### src/hw/rtl/frs_pkg.sv
`default_nettype none
package frs_pkg;

   localparam int unsigned TimeW  = 32;
   localparam int unsigned RateW  = 32;
   localparam int unsigned ZoomW  = 24;
   localparam int unsigned DivNW  = 48;
   localparam int unsigned DivDW  = 32;
   localparam int unsigned SqrtW  = 64;
   localparam int unsigned RootW  = 32;
   localparam int unsigned CsrIdxW = 3;
   localparam int unsigned CsrDatW = 27;

   localparam logic [ZoomW-1:0] ZoomOne     = 24'd65536;
   localparam logic [ZoomW-1:0] ZoomMax     = 24'hFFFFFF;
   localparam logic [RateW-1:0] RateReset   = 32'd655360;
   localparam logic [TimeW-1:0] SpanStartRst = 32'hFFFFFFFF;
   localparam logic [DivNW-1:0] RateNumer   = 48'd1000 << 24;
   localparam logic [DivNW-1:0] MinNumer    = 48'd128 << 16;

   localparam logic OpRecord = 1'b0;
   localparam logic OpUpdate = 1'b1;

   localparam logic [2:0] KindTransmit = 3'd4;
   localparam logic [2:0] KindLastAlways = 3'd3;

   localparam logic [CsrIdxW-1:0] RegTargetRate    = 3'd0;
   localparam logic [CsrIdxW-1:0] RegDamping       = 3'd1;
   localparam logic [CsrIdxW-1:0] RegParentWidth   = 3'd2;
   localparam logic [CsrIdxW-1:0] RegParentHeight  = 3'd3;
   localparam logic [CsrIdxW-1:0] RegChannelWidth  = 3'd4;
   localparam logic [CsrIdxW-1:0] RegChannelHeight = 3'd5;
   localparam logic [CsrIdxW-1:0] RegCountTransmit = 3'd6;

   typedef struct packed {
      logic [26:0] target_rate;
      logic [16:0] damping;
      logic [14:0] parent_width;
      logic [14:0] parent_height;
      logic [14:0] channel_width;
      logic [14:0] channel_height;
      logic        count_transmit;
   } cfg_type;

   typedef struct packed {
      logic             is_update;
      logic             frozen;
      logic [TimeW-1:0] span;
   } cmd_type;

   typedef enum logic [3:0] {
      ST_IDLE,
      ST_RATE,
      ST_RATIO,
      ST_ROOT,
      ST_FACTOR,
      ST_MUL,
      ST_LO,
      ST_HI,
      ST_HI2
   } state_type;

endpackage
`default_nettype wire

### src/hw/rtl/frs_front.sv
`default_nettype none
module frs_front #(
   parameter int unsigned QUEUE_DEPTH = 4
) (
   input  wire logic                clock,
   input  wire logic                reset,
   input  wire logic                in_valid,
   output logic                     in_ready,
   input  wire logic                opcode,
   input  wire logic [2:0]          stage_kind,
   input  wire logic [31:0]         start_time,
   input  wire logic [31:0]         end_time,
   input  wire logic                last_record,
   input  wire logic                frozen,
   input  wire logic                count_transmit,
   output logic                     cmd_valid,
   output frs_pkg::cmd_type         cmd,
   input  wire logic                cmd_pop
);

   localparam int unsigned PtrW = (QUEUE_DEPTH > 1) ? $clog2(QUEUE_DEPTH) : 1;
   localparam int unsigned CntW = $clog2(QUEUE_DEPTH + 1);
   localparam logic [PtrW-1:0] PtrLast = PtrW'(QUEUE_DEPTH - 1);
   localparam logic [CntW-1:0] CntFull = CntW'(QUEUE_DEPTH);

   frs_pkg::cmd_type queue_ff [QUEUE_DEPTH];
   logic [PtrW-1:0] wr_ptr_ff, wr_ptr_in, rd_ptr_ff, rd_ptr_in;
   logic [CntW-1:0] count_ff, count_in;
   logic [31:0] start_ff, start_in, end_ff, end_in;
   logic seen_ff, seen_in;

   logic accept, counted, push, pop;
   logic [31:0] start_new, end_new;
   logic seen_new;
   frs_pkg::cmd_type push_cmd;

   assign in_ready  = (count_ff != CntFull);
   assign cmd_valid = (count_ff != '0);
   assign cmd       = queue_ff[rd_ptr_ff];
   assign accept    = in_valid && in_ready;
   assign pop       = cmd_pop && cmd_valid;

   always_comb begin
      counted   = (stage_kind <= frs_pkg::KindLastAlways) ||
                  ((stage_kind == frs_pkg::KindTransmit) && count_transmit);
      start_new = start_ff;
      end_new   = end_ff;
      seen_new  = seen_ff;
      if (counted) begin
         if (start_time < start_ff) start_new = start_time;
         if (end_time > end_ff) end_new = end_time;
         seen_new = 1'b1;
      end
      push_cmd.is_update = (opcode == frs_pkg::OpUpdate);
      push_cmd.frozen    = frozen;
      push_cmd.span      = end_new - start_new;
      push     = 1'b0;
      start_in = start_ff;
      end_in   = end_ff;
      seen_in  = seen_ff;
      if (accept) begin
         if (opcode == frs_pkg::OpUpdate) begin
            push = 1'b1;
         end else if (last_record) begin
            push     = seen_new && (end_new > start_new);
            start_in = frs_pkg::SpanStartRst;
            end_in   = '0;
            seen_in  = 1'b0;
         end else begin
            start_in = start_new;
            end_in   = end_new;
            seen_in  = seen_new;
         end
      end
      wr_ptr_in = wr_ptr_ff;
      rd_ptr_in = rd_ptr_ff;
      if (push) wr_ptr_in = (wr_ptr_ff == PtrLast) ? '0 : wr_ptr_ff + 1'b1;
      if (pop) rd_ptr_in = (rd_ptr_ff == PtrLast) ? '0 : rd_ptr_ff + 1'b1;
      count_in = count_ff;
      if (push && !pop) count_in = count_ff + 1'b1;
      else if (pop && !push) count_in = count_ff - 1'b1;
   end

   always_ff @(posedge clock) begin
      if (reset) begin
         wr_ptr_ff <= '0;
         rd_ptr_ff <= '0;
         count_ff  <= '0;
         start_ff  <= frs_pkg::SpanStartRst;
         end_ff    <= '0;
         seen_ff   <= 1'b0;
      end else begin
         wr_ptr_ff <= wr_ptr_in;
         rd_ptr_ff <= rd_ptr_in;
         count_ff  <= count_in;
         start_ff  <= start_in;
         end_ff    <= end_in;
         seen_ff   <= seen_in;
      end
   end

   always_ff @(posedge clock) begin
      if (push) queue_ff[wr_ptr_ff] <= push_cmd;
   end

endmodule
`default_nettype wire

### config.mk
export PLATFORM = sky130hd
export DESIGN_NAME = frs_front
export DESIGN_NICKNAME = d
export VERILOG_FILES = /design/src/hw/rtl/frs_pkg.sv /design/src/hw/rtl/frs_front.sv
export SDC_FILE = /design/constraint.sdc
export NUM_CORES = 1
export LEC_CHECK = 0
export BUFFER_PORTS_ARGS = -buffer_cell sky130_fd_sc_hd__buf_2
export CAP_MARGIN = 5
export CORE_MARGIN = 2
export CORE_UTILIZATION = 60
export CTS_BUF_LIST = sky130_fd_sc_hd__clkbuf_8
export DETAILED_ROUTE_END_ITERATION = 8
export MAX_ROUTING_LAYER = met4
export PLACE_DENSITY = 0.8
export SYNTH_ARGS = -nofsm -noshare
export SYNTH_HDL_FRONTEND = slang
export SYNTH_SLANG_ARGS = --single-unit
### constraint.sdc
create_clock -name clock -period 14.45 [get_ports clock]
set_input_delay 0 -clock clock [delete_from_list [all_inputs] [get_ports clock]]
set_output_delay 0 -clock clock [all_outputs]
set_load 0.005 [all_outputs]
==> results by group <==
Route
  – Drt first pass iters: 5
  – WL/cell: 18.92 microns
  – DRC: 0
  – Final wirelength: 28.09 mm
  – Antenna Nets Post-Route: 0
  – Vias after detailed routing: 8925
  – Iter 0 DRT Violations: 739
  – Vias per inst: 6.010

Critical path
  – Worst EP required: 14.82 ns
  – Crit-path max FO: 24
  – Worst setup path class: reg -> reg
  – CP startpoint kind: flip-flop
  – Critical Path AT: 7.02 ns
  – CP Capture Type: flip-flop

Yosys
  – Synth cell types: 56
  – Synth Flop Type: edfxtp_1
  – Post-synth net total: 1196
  – Mapped Cells: 1018
  – EDFF count, synth: 136
  – Asr flop ratio synth: 0%
  – Mean post-synth cell area: 11.71 sq um
  – Top post-synthesis cells by area: edfxtp_1 34%, dfxtp_1 12%, ha_1 11%
  – Register area share after synthesis: 46.69%
  – Seq cells post-synth: 210
  – Cell Area, Synth: 0.01192 sq mm
  – Synth warnings: 0
  – Synth area leader: edfxtp_1
  – Top-area cell type share of the netlist area: 34.26%

Placement
  – Port Buffers: 110
  – GP Congestion: 0.8814
  – DP HPWL: 18.70 mm
  – Dpl cell area: 0.01271 sq mm

Layout
  – Cell area after layout: 0.01404 sq mm
  – Most frequent cells in the layout: 136 x edfxtp_1, 110 x buf_2, 101 x ha_1, 92 x inv_1, 73 x dfxtp_1
  – Antenna cell count: 0
  – Share of layout cells above drive strength 1: 22.46%
  – Sequential cell area: 0.005567 sq mm
  – Most common cell after layout, fill and taps aside: edfxtp_1
  – Area growth syn-to-layout: 17.80%
  – Multi-input gate area: 0.005893 sq mm
  – Final net count: 1372
  – Fillers: 1315
  – Fin util: 72.15%

CTS
  – CTS sink cnt: 210
  – CTS H-tree lvls: 2
  – Clock Path Buffers: 3
  – Clock buffer count from CTS: 35
  – CTS root buf: clkbuf_8
  – CTS clk-pin slew, worst paths: 0.06 ns
  – CTS resizes: 0
  – CTS tree: yes
  – Worst-Skew Late Latency: 0.53 ns

Timing
  – Fin Hold WS: 0.1357 ns
  – RSZ-0062 raised after global routing: no
  – Fin Setup TNS: 0 ns
  – Pins Over Slew Limit: 0
  – Final period util: 46.05%
  – Worst Max-Slew Pin Slew: 0.8661 ns
  – Final hold violation count: 0
  – Relative slew slack: 42.13%
  – Layout Skew: 0.02528 ns
  – Post-route minimum period: 6.655 ns
  – Finish-stage setup viols: 0
  – Max Freq: 150.3 MHz

Worst hold path
  – Hold/Removal Path Class: in -> reg

Floorplan
  – Core Box Area: 0.01946 sq mm
  – Starting density of the core: 61.25%
  – Rows: 51
  – Die ar.: 0.02101 sq mm
  – Die height: 145.0 microns
  – I/O Pins: 111
  – Die W: 145.0 microns

GRT
  – Vias in the first global route: 8647
  – Grt met1 use: 36.80%
  – Largest net degree at the start of global routing: 82
  – Met3 Usage GRT: 4.119%
  – Layer with the highest usage: met2
  – Routing usage on met2: 42.76%
  – GRT overflow: 0
  – Total GRT Usage: 27.18%
  – Initial antenna violation count: 0
  – First-pass GRT wire length: 44.55 mm

Power and ir drop
  – Total power: 0.001597 W
  – Lkg Pwr: 5.796 nW
  – Maximum VDD drop: 0.06277 mV
  – Power Dens Cells: 113.7 mW/mm^2

Outcome
  – Status: complete, no violations

Run
  – Max-cap violations: 0
[layout make-up]
| cell class | instances | area share [%] |
|---|---|---|
| Tap cell | 265 | 2.361 |
| Inverter | 75 | 2.005 |
| Sequential cell | 210 | 39.64 |
| Clock buffer | 39 | 3.823 |
| Clock inverter | 24 | 0.7217 |
| Multi-Input combinational cell | 681 | 41.97 |
| Timing Repair Buffer | 191 | 9.481 |
[report_power, final]
group          leakage [nW]  internal [W]  switching (W)
Combinational          3.57      0.000189       0.000225
Clock                 0.388      0.000248       0.000234
Sequential             1.84      0.000688      0.0000123
[sequential cells by signal, summed over array words and instances, names as in the netlist, named ones only]
| register | count |
|---|---|
| queue_ff | 136 |
| end_ff | 32 |
| start_ff | 32 |
| rd_ptr_ff | 2 |
| count_ff | 3 |
| seen_ff | 1 |
| wr_ptr_ff | 2 |
[cells in the mapped netlist, types with 19 or more instances]
library cell	count
ha_1	101
clkbuf_1	41
or4b_2	31
or3_1	34
o211ai_1	36
nor2_1	36
a21o_1	29
inv_1	75
a21oi_1	39
o21ai_0	28
mux2_2	32
nor3_1	19
dfxtp_1	74
nand2_1	57
edfxtp_1	136
mux2i_1	33
mux4_2	34
o22a_1	31
[final timing paths]
path	slack, ns	cells past startpoint	to	from
max reg2reg	7.80	26	count_ff[1]	start_ff[5]
min reg2reg	0.49	1	start_ff[14]	start_ff[14]
min	0.14	5	end_ff[0]	in_valid
max	7.80	26	count_ff[1]	start_ff[5]
[kinds of logic (layout without fill, tap and decap cells)]
kind of cell    count (synthesis)  after routing  share of synthesized area, %
compound gates                210            210                         12.54
simple gates                  241            241                         11.49
fa+ha+maj                     103            103                         10.94
flops                         210            210                         46.69
mux                            99             99                         12.22
xor+xnor                       28             28                         2.057
buf+inv                       127            329                         4.062
[timing repair]
item,4_1_cts,5_1_grt
setup endpoints to repair,0,0
endpoints found under the hold margin,77,0
buffers inserted,0,0
hold buffers,69,0
[through the flow]
step / setup slack (ns) / std cells
4_1_cts: 7.897 / 1485
3_3_place_gp: 7.977 / 1353
2_1_floorplan: 8.981 / 1018
3_5_place_dp: 7.937 / 1353
5_1_grt: 7.518 / 1485
6_report: 7.795 / 1485
[layer usage]
metal,vias up,routed length (microns)
li1,4242,-
met1,4261,12370
met2,352,13100
met3,70,1904
met4,0,714
met5,-,0
[worst max-delay path: stages, from the launching register on]
cell and delay, ns:
dfxtp_1 0.36, inv_1 0.05, ha_1 0.29, a21o_1 0.16, a21o_1 0.18, a21oi_1 0.14
o31ai_1 0.12, a31oi_1 0.35, o211ai_1 0.24, a21oi_4 0.62, buf_4 0.50, mux2_2 0.24
ha_1 0.20, inv_1 0.07, fa_1 0.40, a21o_1 0.18, a21oi_1 0.23, o21bai_1 0.09
a21oi_1 0.45, a211o_1 0.24, nand2_1 0.07, o31a_1 0.35, ha_1 0.26, inv_1 0.07
fa_1 0.42, mux2i_1 0.16, nor2_1 0.05
No activity file was read; power rests on OpenSTA's default activity.
