[src/hw/rtl/frs_pkg.sv]
`default_nettype none
package frs_pkg;

   localparam int unsigned TimeW  = 32;
   localparam int unsigned RateW  = 32;
   localparam int unsigned ZoomW  = 24;
   localparam int unsigned DivNW  = 48;
   localparam int unsigned DivDW  = 32;
   localparam int unsigned SqrtW  = 64;
   localparam int unsigned RootW  = 32;
   localparam int unsigned CsrIdxW = 3;
   localparam int unsigned CsrDatW = 27;

   localparam logic [ZoomW-1:0] ZoomOne     = 24'd65536;
   localparam logic [ZoomW-1:0] ZoomMax     = 24'hFFFFFF;
   localparam logic [RateW-1:0] RateReset   = 32'd655360;
   localparam logic [TimeW-1:0] SpanStartRst = 32'hFFFFFFFF;
   localparam logic [DivNW-1:0] RateNumer   = 48'd1000 << 24;
   localparam logic [DivNW-1:0] MinNumer    = 48'd128 << 16;

   localparam logic OpRecord = 1'b0;
   localparam logic OpUpdate = 1'b1;

   localparam logic [2:0] KindTransmit = 3'd4;
   localparam logic [2:0] KindLastAlways = 3'd3;

   localparam logic [CsrIdxW-1:0] RegTargetRate    = 3'd0;
   localparam logic [CsrIdxW-1:0] RegDamping       = 3'd1;
   localparam logic [CsrIdxW-1:0] RegParentWidth   = 3'd2;
   localparam logic [CsrIdxW-1:0] RegParentHeight  = 3'd3;
   localparam logic [CsrIdxW-1:0] RegChannelWidth  = 3'd4;
   localparam logic [CsrIdxW-1:0] RegChannelHeight = 3'd5;
   localparam logic [CsrIdxW-1:0] RegCountTransmit = 3'd6;

   typedef struct packed {
      logic [26:0] target_rate;
      logic [16:0] damping;
      logic [14:0] parent_width;
      logic [14:0] parent_height;
      logic [14:0] channel_width;
      logic [14:0] channel_height;
      logic        count_transmit;
   } cfg_type;

   typedef struct packed {
      logic             is_update;
      logic             frozen;
      logic [TimeW-1:0] span;
   } cmd_type;

   typedef enum logic [3:0] {
      ST_IDLE,
      ST_RATE,
      ST_RATIO,
      ST_ROOT,
      ST_FACTOR,
      ST_MUL,
      ST_LO,
      ST_HI,
      ST_HI2
   } state_type;

endpackage
`default_nettype wire

[src/hw/rtl/frs_div.sv]
`default_nettype none
module frs_div (
   input  wire logic                      clock,
   input  wire logic                      reset,
   input  wire logic                      start,
   input  wire logic [frs_pkg::DivNW-1:0] dividend,
   input  wire logic [frs_pkg::DivDW-1:0] divisor,
   output logic                           done,
   output logic [frs_pkg::DivNW-1:0]      quotient
);

   localparam int unsigned NW = frs_pkg::DivNW;
   localparam int unsigned DW = frs_pkg::DivDW;
   localparam int unsigned CW = $clog2(NW + 1);

   logic [CW-1:0] cnt_ff, cnt_in;
   logic done_ff, done_in;
   logic [DW-1:0] rem_ff, rem_in, den_ff, den_in;
   logic [NW-1:0] quo_ff, quo_in;
   logic [DW:0] shifted, diff;

   assign done     = done_ff;
   assign quotient = quo_ff;

   always_comb begin
      shifted = {rem_ff, quo_ff[NW-1]};
      diff    = shifted - {1'b0, den_ff};
      cnt_in  = cnt_ff;
      done_in = 1'b0;
      rem_in  = rem_ff;
      den_in  = den_ff;
      quo_in  = quo_ff;
      if (start) begin
         cnt_in = CW'(NW);
         rem_in = '0;
         den_in = divisor;
         quo_in = dividend;
      end else if (cnt_ff != '0) begin
         cnt_in  = cnt_ff - 1'b1;
         done_in = (cnt_ff == CW'(1));
         if (shifted >= {1'b0, den_ff}) begin
            rem_in = diff[DW-1:0];
            quo_in = {quo_ff[NW-2:0], 1'b1};
         end else begin
            rem_in = shifted[DW-1:0];
            quo_in = {quo_ff[NW-2:0], 1'b0};
         end
      end
   end

   always_ff @(posedge clock) begin
      if (reset) begin
         cnt_ff  <= '0;
         done_ff <= 1'b0;
      end else begin
         cnt_ff  <= cnt_in;
         done_ff <= done_in;
      end
   end

   always_ff @(posedge clock) begin
      rem_ff <= rem_in;
      den_ff <= den_in;
      quo_ff <= quo_in;
   end

endmodule
`default_nettype wire

[src/hw/rtl/frs_sqrt.sv]
`default_nettype none
module frs_sqrt (
   input  wire logic                      clock,
   input  wire logic                      reset,
   input  wire logic                      start,
   input  wire logic [frs_pkg::SqrtW-1:0] radicand,
   output logic                           done,
   output logic [frs_pkg::RootW-1:0]      root
);

   localparam int unsigned VW = frs_pkg::SqrtW;
   localparam int unsigned RW = frs_pkg::RootW;
   localparam int unsigned CW = $clog2(RW + 1);

   logic [CW-1:0] cnt_ff, cnt_in;
   logic done_ff, done_in;
   logic [VW-1:0] val_ff, val_in;
   logic [RW+1:0] rem_ff, rem_in;
   logic [RW-1:0] root_ff, root_in;
   logic [RW+3:0] rem_t, trial, rem_sub;

   assign done = done_ff;
   assign root = root_ff;

   always_comb begin
      rem_t   = {rem_ff, val_ff[VW-1:VW-2]};
      trial   = {2'b00, root_ff, 2'b01};
      rem_sub = rem_t - trial;
      cnt_in  = cnt_ff;
      done_in = 1'b0;
      val_in  = val_ff;
      rem_in  = rem_ff;
      root_in = root_ff;
      if (start) begin
         cnt_in  = CW'(RW);
         val_in  = radicand;
         rem_in  = '0;
         root_in = '0;
      end else if (cnt_ff != '0) begin
         cnt_in  = cnt_ff - 1'b1;
         done_in = (cnt_ff == CW'(1));
         val_in  = {val_ff[VW-3:0], 2'b00};
         if (rem_t >= trial) begin
            rem_in  = rem_sub[RW+1:0];
            root_in = {root_ff[RW-2:0], 1'b1};
         end else begin
            rem_in  = rem_t[RW+1:0];
            root_in = {root_ff[RW-2:0], 1'b0};
         end
      end
   end

   always_ff @(posedge clock) begin
      if (reset) begin
         cnt_ff  <= '0;
         done_ff <= 1'b0;
      end else begin
         cnt_ff  <= cnt_in;
         done_ff <= done_in;
      end
   end

   always_ff @(posedge clock) begin
      val_ff  <= val_in;
      rem_ff  <= rem_in;
      root_ff <= root_in;
   end

endmodule
`default_nettype wire

[src/hw/rtl/frs_back.sv]
`default_nettype none
module frs_back (
   input  wire logic                      clock,
   input  wire logic                      reset,
   input  wire frs_pkg::cfg_type          cfg,
   input  wire logic                      cmd_valid,
   input  wire frs_pkg::cmd_type          cmd,
   output logic                           cmd_pop,
   output logic                           out_valid,
   input  wire logic                      out_ready,
   output logic [frs_pkg::ZoomW-1:0]      out_zoom,
   output logic                           out_changed
);

   localparam int unsigned ZW = frs_pkg::ZoomW;

   frs_pkg::state_type st_ff, st_in;
   logic [31:0] meas_ff, meas_in;
   logic ready_ff, ready_in;
   logic [ZW-1:0] zoom_ff, zoom_in;
   logic [31:0] root_ff, root_in;
   logic [49:0] mag_ff, mag_in;
   logic neg_ff, neg_in;
   logic [ZW-1:0] zprod_ff, zprod_in, lo_ff, lo_in, hi_ff, hi_in;
   logic oval_ff, oval_in, ochg_ff, ochg_in;
   logic [ZW-1:0] ozoom_ff, ozoom_in;

   logic div_start, div_done, sqrt_start, sqrt_done;
   logic [frs_pkg::DivNW-1:0] div_n, div_q;
   logic [frs_pkg::DivDW-1:0] div_d;
   logic [frs_pkg::SqrtW-1:0] sqrt_v;
   logic [31:0] sqrt_r;

   logic out_free;
   logic [26:0] tgt;
   logic [14:0] pw, ph, pmin;
   logic [46:0] ratio;
   logic [32:0] diff;
   logic [33:0] mag_hi, factor;
   logic [57:0] zmul;
   logic [ZW-1:0] q_sat, hmin, zfin;

   frs_div u_div (
      .clock    (clock),
      .reset    (reset),
      .start    (div_start),
      .dividend (div_n),
      .divisor  (div_d),
      .done     (div_done),
      .quotient (div_q)
   );

   frs_sqrt u_sqrt (
      .clock    (clock),
      .reset    (reset),
      .start    (sqrt_start),
      .radicand (sqrt_v),
      .done     (sqrt_done),
      .root     (sqrt_r)
   );

   assign out_valid   = oval_ff;
   assign out_zoom    = ozoom_ff;
   assign out_changed = ochg_ff;

   always_comb begin
      out_free = !oval_ff || out_ready;
      tgt  = (cfg.target_rate == '0) ? 27'd1 : cfg.target_rate;
      pw   = (cfg.parent_width == '0) ? 15'd1 : cfg.parent_width;
      ph   = (cfg.parent_height == '0) ? 15'd1 : cfg.parent_height;
      pmin = (pw < ph) ? pw : ph;
      ratio  = div_q[47] ? {47{1'b1}} : div_q[46:0];
      q_sat  = (div_q > 48'(frs_pkg::ZoomMax)) ? frs_pkg::ZoomMax : div_q[ZW-1:0];
      diff   = (root_ff >= 32'd65536) ? 33'(root_ff) - 33'd65536
                                      : 33'd65536 - 33'(root_ff);
      mag_hi = mag_ff[49:16];
      if (neg_ff) factor = (mag_hi > 34'd65536) ? '0 : 34'd65536 - mag_hi;
      else factor = 34'd65536 + mag_hi;
      zmul = 58'(zoom_ff) * 58'(factor);
      hmin = (q_sat < hi_ff) ? q_sat : hi_ff;
      zfin = (zprod_ff < lo_ff) ? lo_ff : zprod_ff;
      if (zfin > hmin) zfin = hmin;

      st_in    = st_ff;
      meas_in  = meas_ff;
      ready_in = ready_ff;
      zoom_in  = zoom_ff;
      root_in  = root_ff;
      mag_in   = mag_ff;
      neg_in   = neg_ff;
      zprod_in = zprod_ff;
      lo_in    = lo_ff;
      hi_in    = hi_ff;
      oval_in  = oval_ff && !out_ready;
      ozoom_in = ozoom_ff;
      ochg_in  = ochg_ff;
      cmd_pop    = 1'b0;
      div_start  = 1'b0;
      div_n      = '0;
      div_d      = '0;
      sqrt_start = 1'b0;
      sqrt_v     = {1'b0, ratio, 16'd0};

      case (st_ff)
         frs_pkg::ST_IDLE: begin
            if (cmd_valid && out_free) begin
               cmd_pop = 1'b1;
               if (!cmd.is_update) begin
                  div_start = 1'b1;
                  div_n     = frs_pkg::RateNumer;
                  div_d     = cmd.span;
                  st_in     = frs_pkg::ST_RATE;
               end else if (cmd.frozen) begin
                  zoom_in  = frs_pkg::ZoomOne;
                  oval_in  = 1'b1;
                  ozoom_in = frs_pkg::ZoomOne;
                  ochg_in  = (zoom_ff != frs_pkg::ZoomOne);
               end else if (ready_ff) begin
                  ready_in  = 1'b0;
                  div_start = 1'b1;
                  div_n     = {meas_ff, 16'd0};
                  div_d     = 32'(tgt);
                  st_in     = frs_pkg::ST_RATIO;
               end
            end
         end
         frs_pkg::ST_RATE: begin
            if (div_done) begin
               meas_in  = (div_q[47:32] != '0) ? 32'hFFFFFFFF : div_q[31:0];
               ready_in = 1'b1;
               st_in    = frs_pkg::ST_IDLE;
            end
         end
         frs_pkg::ST_RATIO: begin
            if (div_done) begin
               sqrt_start = 1'b1;
               st_in      = frs_pkg::ST_ROOT;
            end
         end
         frs_pkg::ST_ROOT: begin
            if (sqrt_done) begin
               root_in = sqrt_r;
               st_in   = frs_pkg::ST_FACTOR;
            end
         end
         frs_pkg::ST_FACTOR: begin
            neg_in = (root_ff < 32'd65536);
            mag_in = 50'(diff) * 50'(cfg.damping);
            st_in  = frs_pkg::ST_MUL;
         end
         frs_pkg::ST_MUL: begin
            zprod_in  = (zmul[57:40] != '0) ? frs_pkg::ZoomMax : zmul[39:16];
            div_start = 1'b1;
            div_n     = frs_pkg::MinNumer;
            div_d     = 32'(pmin);
            st_in     = frs_pkg::ST_LO;
         end
         frs_pkg::ST_LO: begin
            if (div_done) begin
               lo_in     = q_sat;
               div_start = 1'b1;
               div_n     = {17'd0, cfg.channel_width, 16'd0};
               div_d     = 32'(pw);
               st_in     = frs_pkg::ST_HI;
            end
         end
         frs_pkg::ST_HI: begin
            if (div_done) begin
               hi_in     = q_sat;
               div_start = 1'b1;
               div_n     = {17'd0, cfg.channel_height, 16'd0};
               div_d     = 32'(ph);
               st_in     = frs_pkg::ST_HI2;
            end
         end
         frs_pkg::ST_HI2: begin
            if (div_done) begin
               zoom_in  = zfin;
               oval_in  = 1'b1;
               ozoom_in = zfin;
               ochg_in  = (zfin != zoom_ff);
               st_in    = frs_pkg::ST_IDLE;
            end
         end
         default: st_in = frs_pkg::ST_IDLE;
      endcase
   end

   always_ff @(posedge clock) begin
      if (reset) begin
         st_ff    <= frs_pkg::ST_IDLE;
         meas_ff  <= frs_pkg::RateReset;
         ready_ff <= 1'b0;
         zoom_ff  <= frs_pkg::ZoomOne;
         oval_ff  <= 1'b0;
      end else begin
         st_ff    <= st_in;
         meas_ff  <= meas_in;
         ready_ff <= ready_in;
         zoom_ff  <= zoom_in;
         oval_ff  <= oval_in;
      end
   end

   always_ff @(posedge clock) begin
      root_ff  <= root_in;
      mag_ff   <= mag_in;
      neg_ff   <= neg_in;
      zprod_ff <= zprod_in;
      lo_ff    <= lo_in;
      hi_ff    <= hi_in;
      ozoom_ff <= ozoom_in;
      ochg_ff  <= ochg_in;
   end

endmodule
`default_nettype wire

[config.mk]
export PLATFORM = sky130hd
export DESIGN_NAME = frs_back
export DESIGN_NICKNAME = d
export VERILOG_FILES = /design/src/hw/rtl/frs_pkg.sv /design/src/hw/rtl/frs_div.sv /design/src/hw/rtl/frs_sqrt.sv /design/src/hw/rtl/frs_back.sv
export SDC_FILE = /design/constraint.sdc
export NUM_CORES = 2
export LEC_CHECK = 0
export ABC_CLOCK_PERIOD_IN_PS = 11620
export BUFFER_PORTS_ARGS = -buffer_cell sky130_fd_sc_hd__buf_4
export CAP_MARGIN = 0
export CORE_UTILIZATION = 67
export CTS_BUF_LIST = sky130_fd_sc_hd__clkbuf_4 sky130_fd_sc_hd__clkbuf_8
export DETAILED_ROUTE_END_ITERATION = 12
export PLACE_DENSITY = 0.84
export SYNTH_ARGS = -nofsm -noshare
export SYNTH_HDL_FRONTEND = slang
export SYNTH_HIERARCHICAL = 1
export SYNTH_SLANG_ARGS = --single-unit
export TNS_END_PERCENT = 5
[constraint.sdc]
create_clock -name clock -period 11.62 [get_ports clock]
set_input_delay 2.324 -clock clock [delete_from_list [all_inputs] [get_ports clock]]
set_output_delay 2.324 -clock clock [all_outputs]
set_load 0.02 [all_outputs]
==> results.txt <==
status: finished with violations
failing checks: design-rule violations
final setup fails: 0
first-pass GRT wire length: 315000 µm
commonest non-fill, non-tap cell in the layout: inv_1
Gate Count Post-Synth: 7881
CTS sink count: 482
Skew-Pair Late Insertion Delay: 720 ps
Area Overhead vs Synth: 6.71%
RSZ-0062 raised after global routing: no
share of post-route cells with drive strength above 1: 9.48%
CTS tree: done
ranking of synthesized cells by area: fa_1 33%, edfxtp_1 13%, ha_1 8.1%
die area: 0.108 mm²
DRT Pass-1 Iters: 12
Final nets: 9685
Pwr Total: 0.0128 W
Num CTS Buffers: 80
initial antenna violation count: 8
gr usage total: 36.9%
number of synthesized flops with an enable pin: 308
max cap viols: 0
Routed Antenna Nets: 0
crit start category: register
Max Fclk: 0.0892 GHz
Crit path largest cell delay: 560 ps
Lkg Pwr: 35.5 nW
post-synthesis async set-or-reset flop share: 0%
synthesized area: 0.0717 mm²
post-CTS setup buffer count: 0
pins over their slew limit: 0
htree depth: 3
WL final: 195000 µm
total congestion overflow: 0
largest net degree at the start of global routing: 91
measured slew at the worst slew-check pin: 1230 ps
row cnt: 119
DR iter-0 viols: 5162
most frequent cells in the layout: 1399 x inv_1, 1164 x fa_1, 1087 x nand2_1
# fillers: 7513
DRC: 2
Critical Path Fanout Max: 24
slowest library cell on the worst path: fa_1
Crit Path Class: register to register
core area: 0.106 mm²
maximum vdd ir drop: 0.000346 V
drt wl/cell: 20.8 µm
hold path depth: 0
Pwr per Cell Area: 167 mW/mm²
vias in the first global route: 60000
Tcrit/Tclk final: 96.5%
Slew Limit Headroom: 17.8%
Yosys top cell by area: fa_1
WP data arrival: 11660 ps
DR vias/cell: 6.12
Worst-path clk slew: 60 ps
required time of the critical path: 12070 ps
sequential share of the synthesized area: 17.8%
chip height: 329 µm
fin crit period: 11210 ps
worst-case clock buffer depth: 3
Hold Violations, Final: 0
Initial Util: 67.8%
vias: 57400
worst min path class: register to register
Synth Flop Type: edfxtp_1
area share of the largest cell type after synthesis: 32.5%
skew final: 50.9 ps
YS warnings: 6
Distinct cells, synth: 110
register area: 0.0127 mm²
root buffer cell: clkbuf_8
Die Width: 329 µm
Crit. End Element: register
synthesized flop and latch total: 482
Crit path top cell by count: fa_1
io pins: 170
Post-DP HPWL: 148000 µm
R2R cell count: 35
Avg Cell Area, Syn: 9.10 µm²
Multi-input gate area: 0.0524 mm²
input/output buffers: 168
setup TNS: 0 ps
routability cong.: 0.974
[state kept, by name, indices dropped and copies added (netlist names), 24 cells and up]
| name | flops |
|---|---|
| u_sqrt/val_ff | 64 |
| u_div/quotient | 48 |
| mag_ff | 34 |
| u_sqrt/rem_ff | 34 |
| meas_ff | 32 |
| root_ff | 32 |
| u_div/den_ff | 32 |
| u_div/rem_ff | 32 |
| u_sqrt/root | 32 |
| hi_ff | 24 |
| lo_ff | 24 |
| out_zoom | 24 |
| zoom_ff | 24 |
| zprod_ff | 24 |
[synthesized netlist by cell type, types with 125 or more instances]
master    number
a21oi_1      261
and2_1       594
clkbuf_1     353
dfxtp_1      174
edfxtp_1     308
fa_1        1164
ha_1         464
inv_1       1399
mux2_2       125
nand2_1     1090
nor2_1       345
nor3_1       150
o21ai_0      144
[worst max-delay path: cells and delay by family (launching register included)]
kind / cells / cell delay [ps]
AOI/OAI and AO/OA: 12 / 2630
and+or+nand+nor: 9 / 2870
adders and majority gates: 8 / 4060
buffers and inverters: 6 / 900
DFF: 1 / 460
[through the flow]
step | cell area [µm²] | util (%) | hold slack [ps] | instances | setup WS, ps
after global routing | 76500 | 72.4 | 491 | 9375 | 0.482
after CTS | 76500 | 72.3 | 469 | 9368 | 385
final | 76500 | 72.4 | 470 | 9376 | 406
after global placement | 74700 | 70.7 | 459 | 9222 | 617
after detailed placement | 74700 | 70.7 | 457 | 9222 | 446
after floorplan | 71800 | - | 430 | 7913 | 1350
[what timing repair did]
item,in CTS,in global routing
hold buffers,0,0
resized for setup,0,3
setup endpoints to repair,0,24
endpoints found under the hold margin,0,0
[cell type report]
class | count | share of cell area [%]
clock inverters | 27 | 0.301
clock buffers | 119 | 1.94
well taps | 1391 | 2.28
multi-input cells | 5615 | 68.5
diodes | 7 | 0.0229
flip-flops and latches | 482 | 16.6
repair buffers | 335 | 3.41
inverters | 1400 | 6.87
[power by group]
group / internal, W / switching, W / leakage [nW]
sequential: 0.00270 / 0.000398 / 4.50
combinational: 0.00332 / 0.00474 / 30.1
clock: 0.000876 / 0.000736 / 0.902
[layer usage]
| metal | track usage [%] | vias to the layer above | wire (µm) |
|---|---|---|---|
| li1 | - | 25100 | - |
| met1 | 47.3 | 28500 | 73200 |
| met2 | 60.4 | 3026 | 93600 |
| met3 | 7.25 | 739 | 18400 |
| met4 | 17.9 | 6 | 10300 |
| met5 | 0 | - | 45 |
[worst paths after layout]
check	slack [ps]	from	end
max	410	mag_ff[18]$_DFFE_PP_	zprod_ff[1]$_SDFFCE_PP1P_
min	470	u_sqrt/root[31]$_SDFFE_PP0P_	root_ff[31]$_DFFE_PP_
max reg2reg	410	mag_ff[18]$_DFFE_PP_	zprod_ff[1]$_SDFFCE_PP1P_
min reg2reg	470	u_sqrt/root[31]$_SDFFE_PP0P_	root_ff[31]$_DFFE_PP_
[kinds of logic (layout without fill, tap and decap cells)]
| group | count (synthesis) | in the layout | synth area share, % |
|---|---|---|---|
| AND/OR/NAND/NOR | 2661 | 2661 | 18.1 |
| buffers and inverters | 1816 | 1881 | 9.67 |
| XOR/XNOR | 171 | 171 | 2.11 |
| multiplexers | 197 | 197 | 2.97 |
| AO/OA/AOI/OAI | 925 | 925 | 8.79 |
| adder cells (fa/ha/maj) | 1628 | 1628 | 40.6 |
| flip-flops | 482 | 482 | 17.8 |
| other | 1 | 40 | 0.00523 |
No activity file was read; power rests on OpenSTA's default activity.
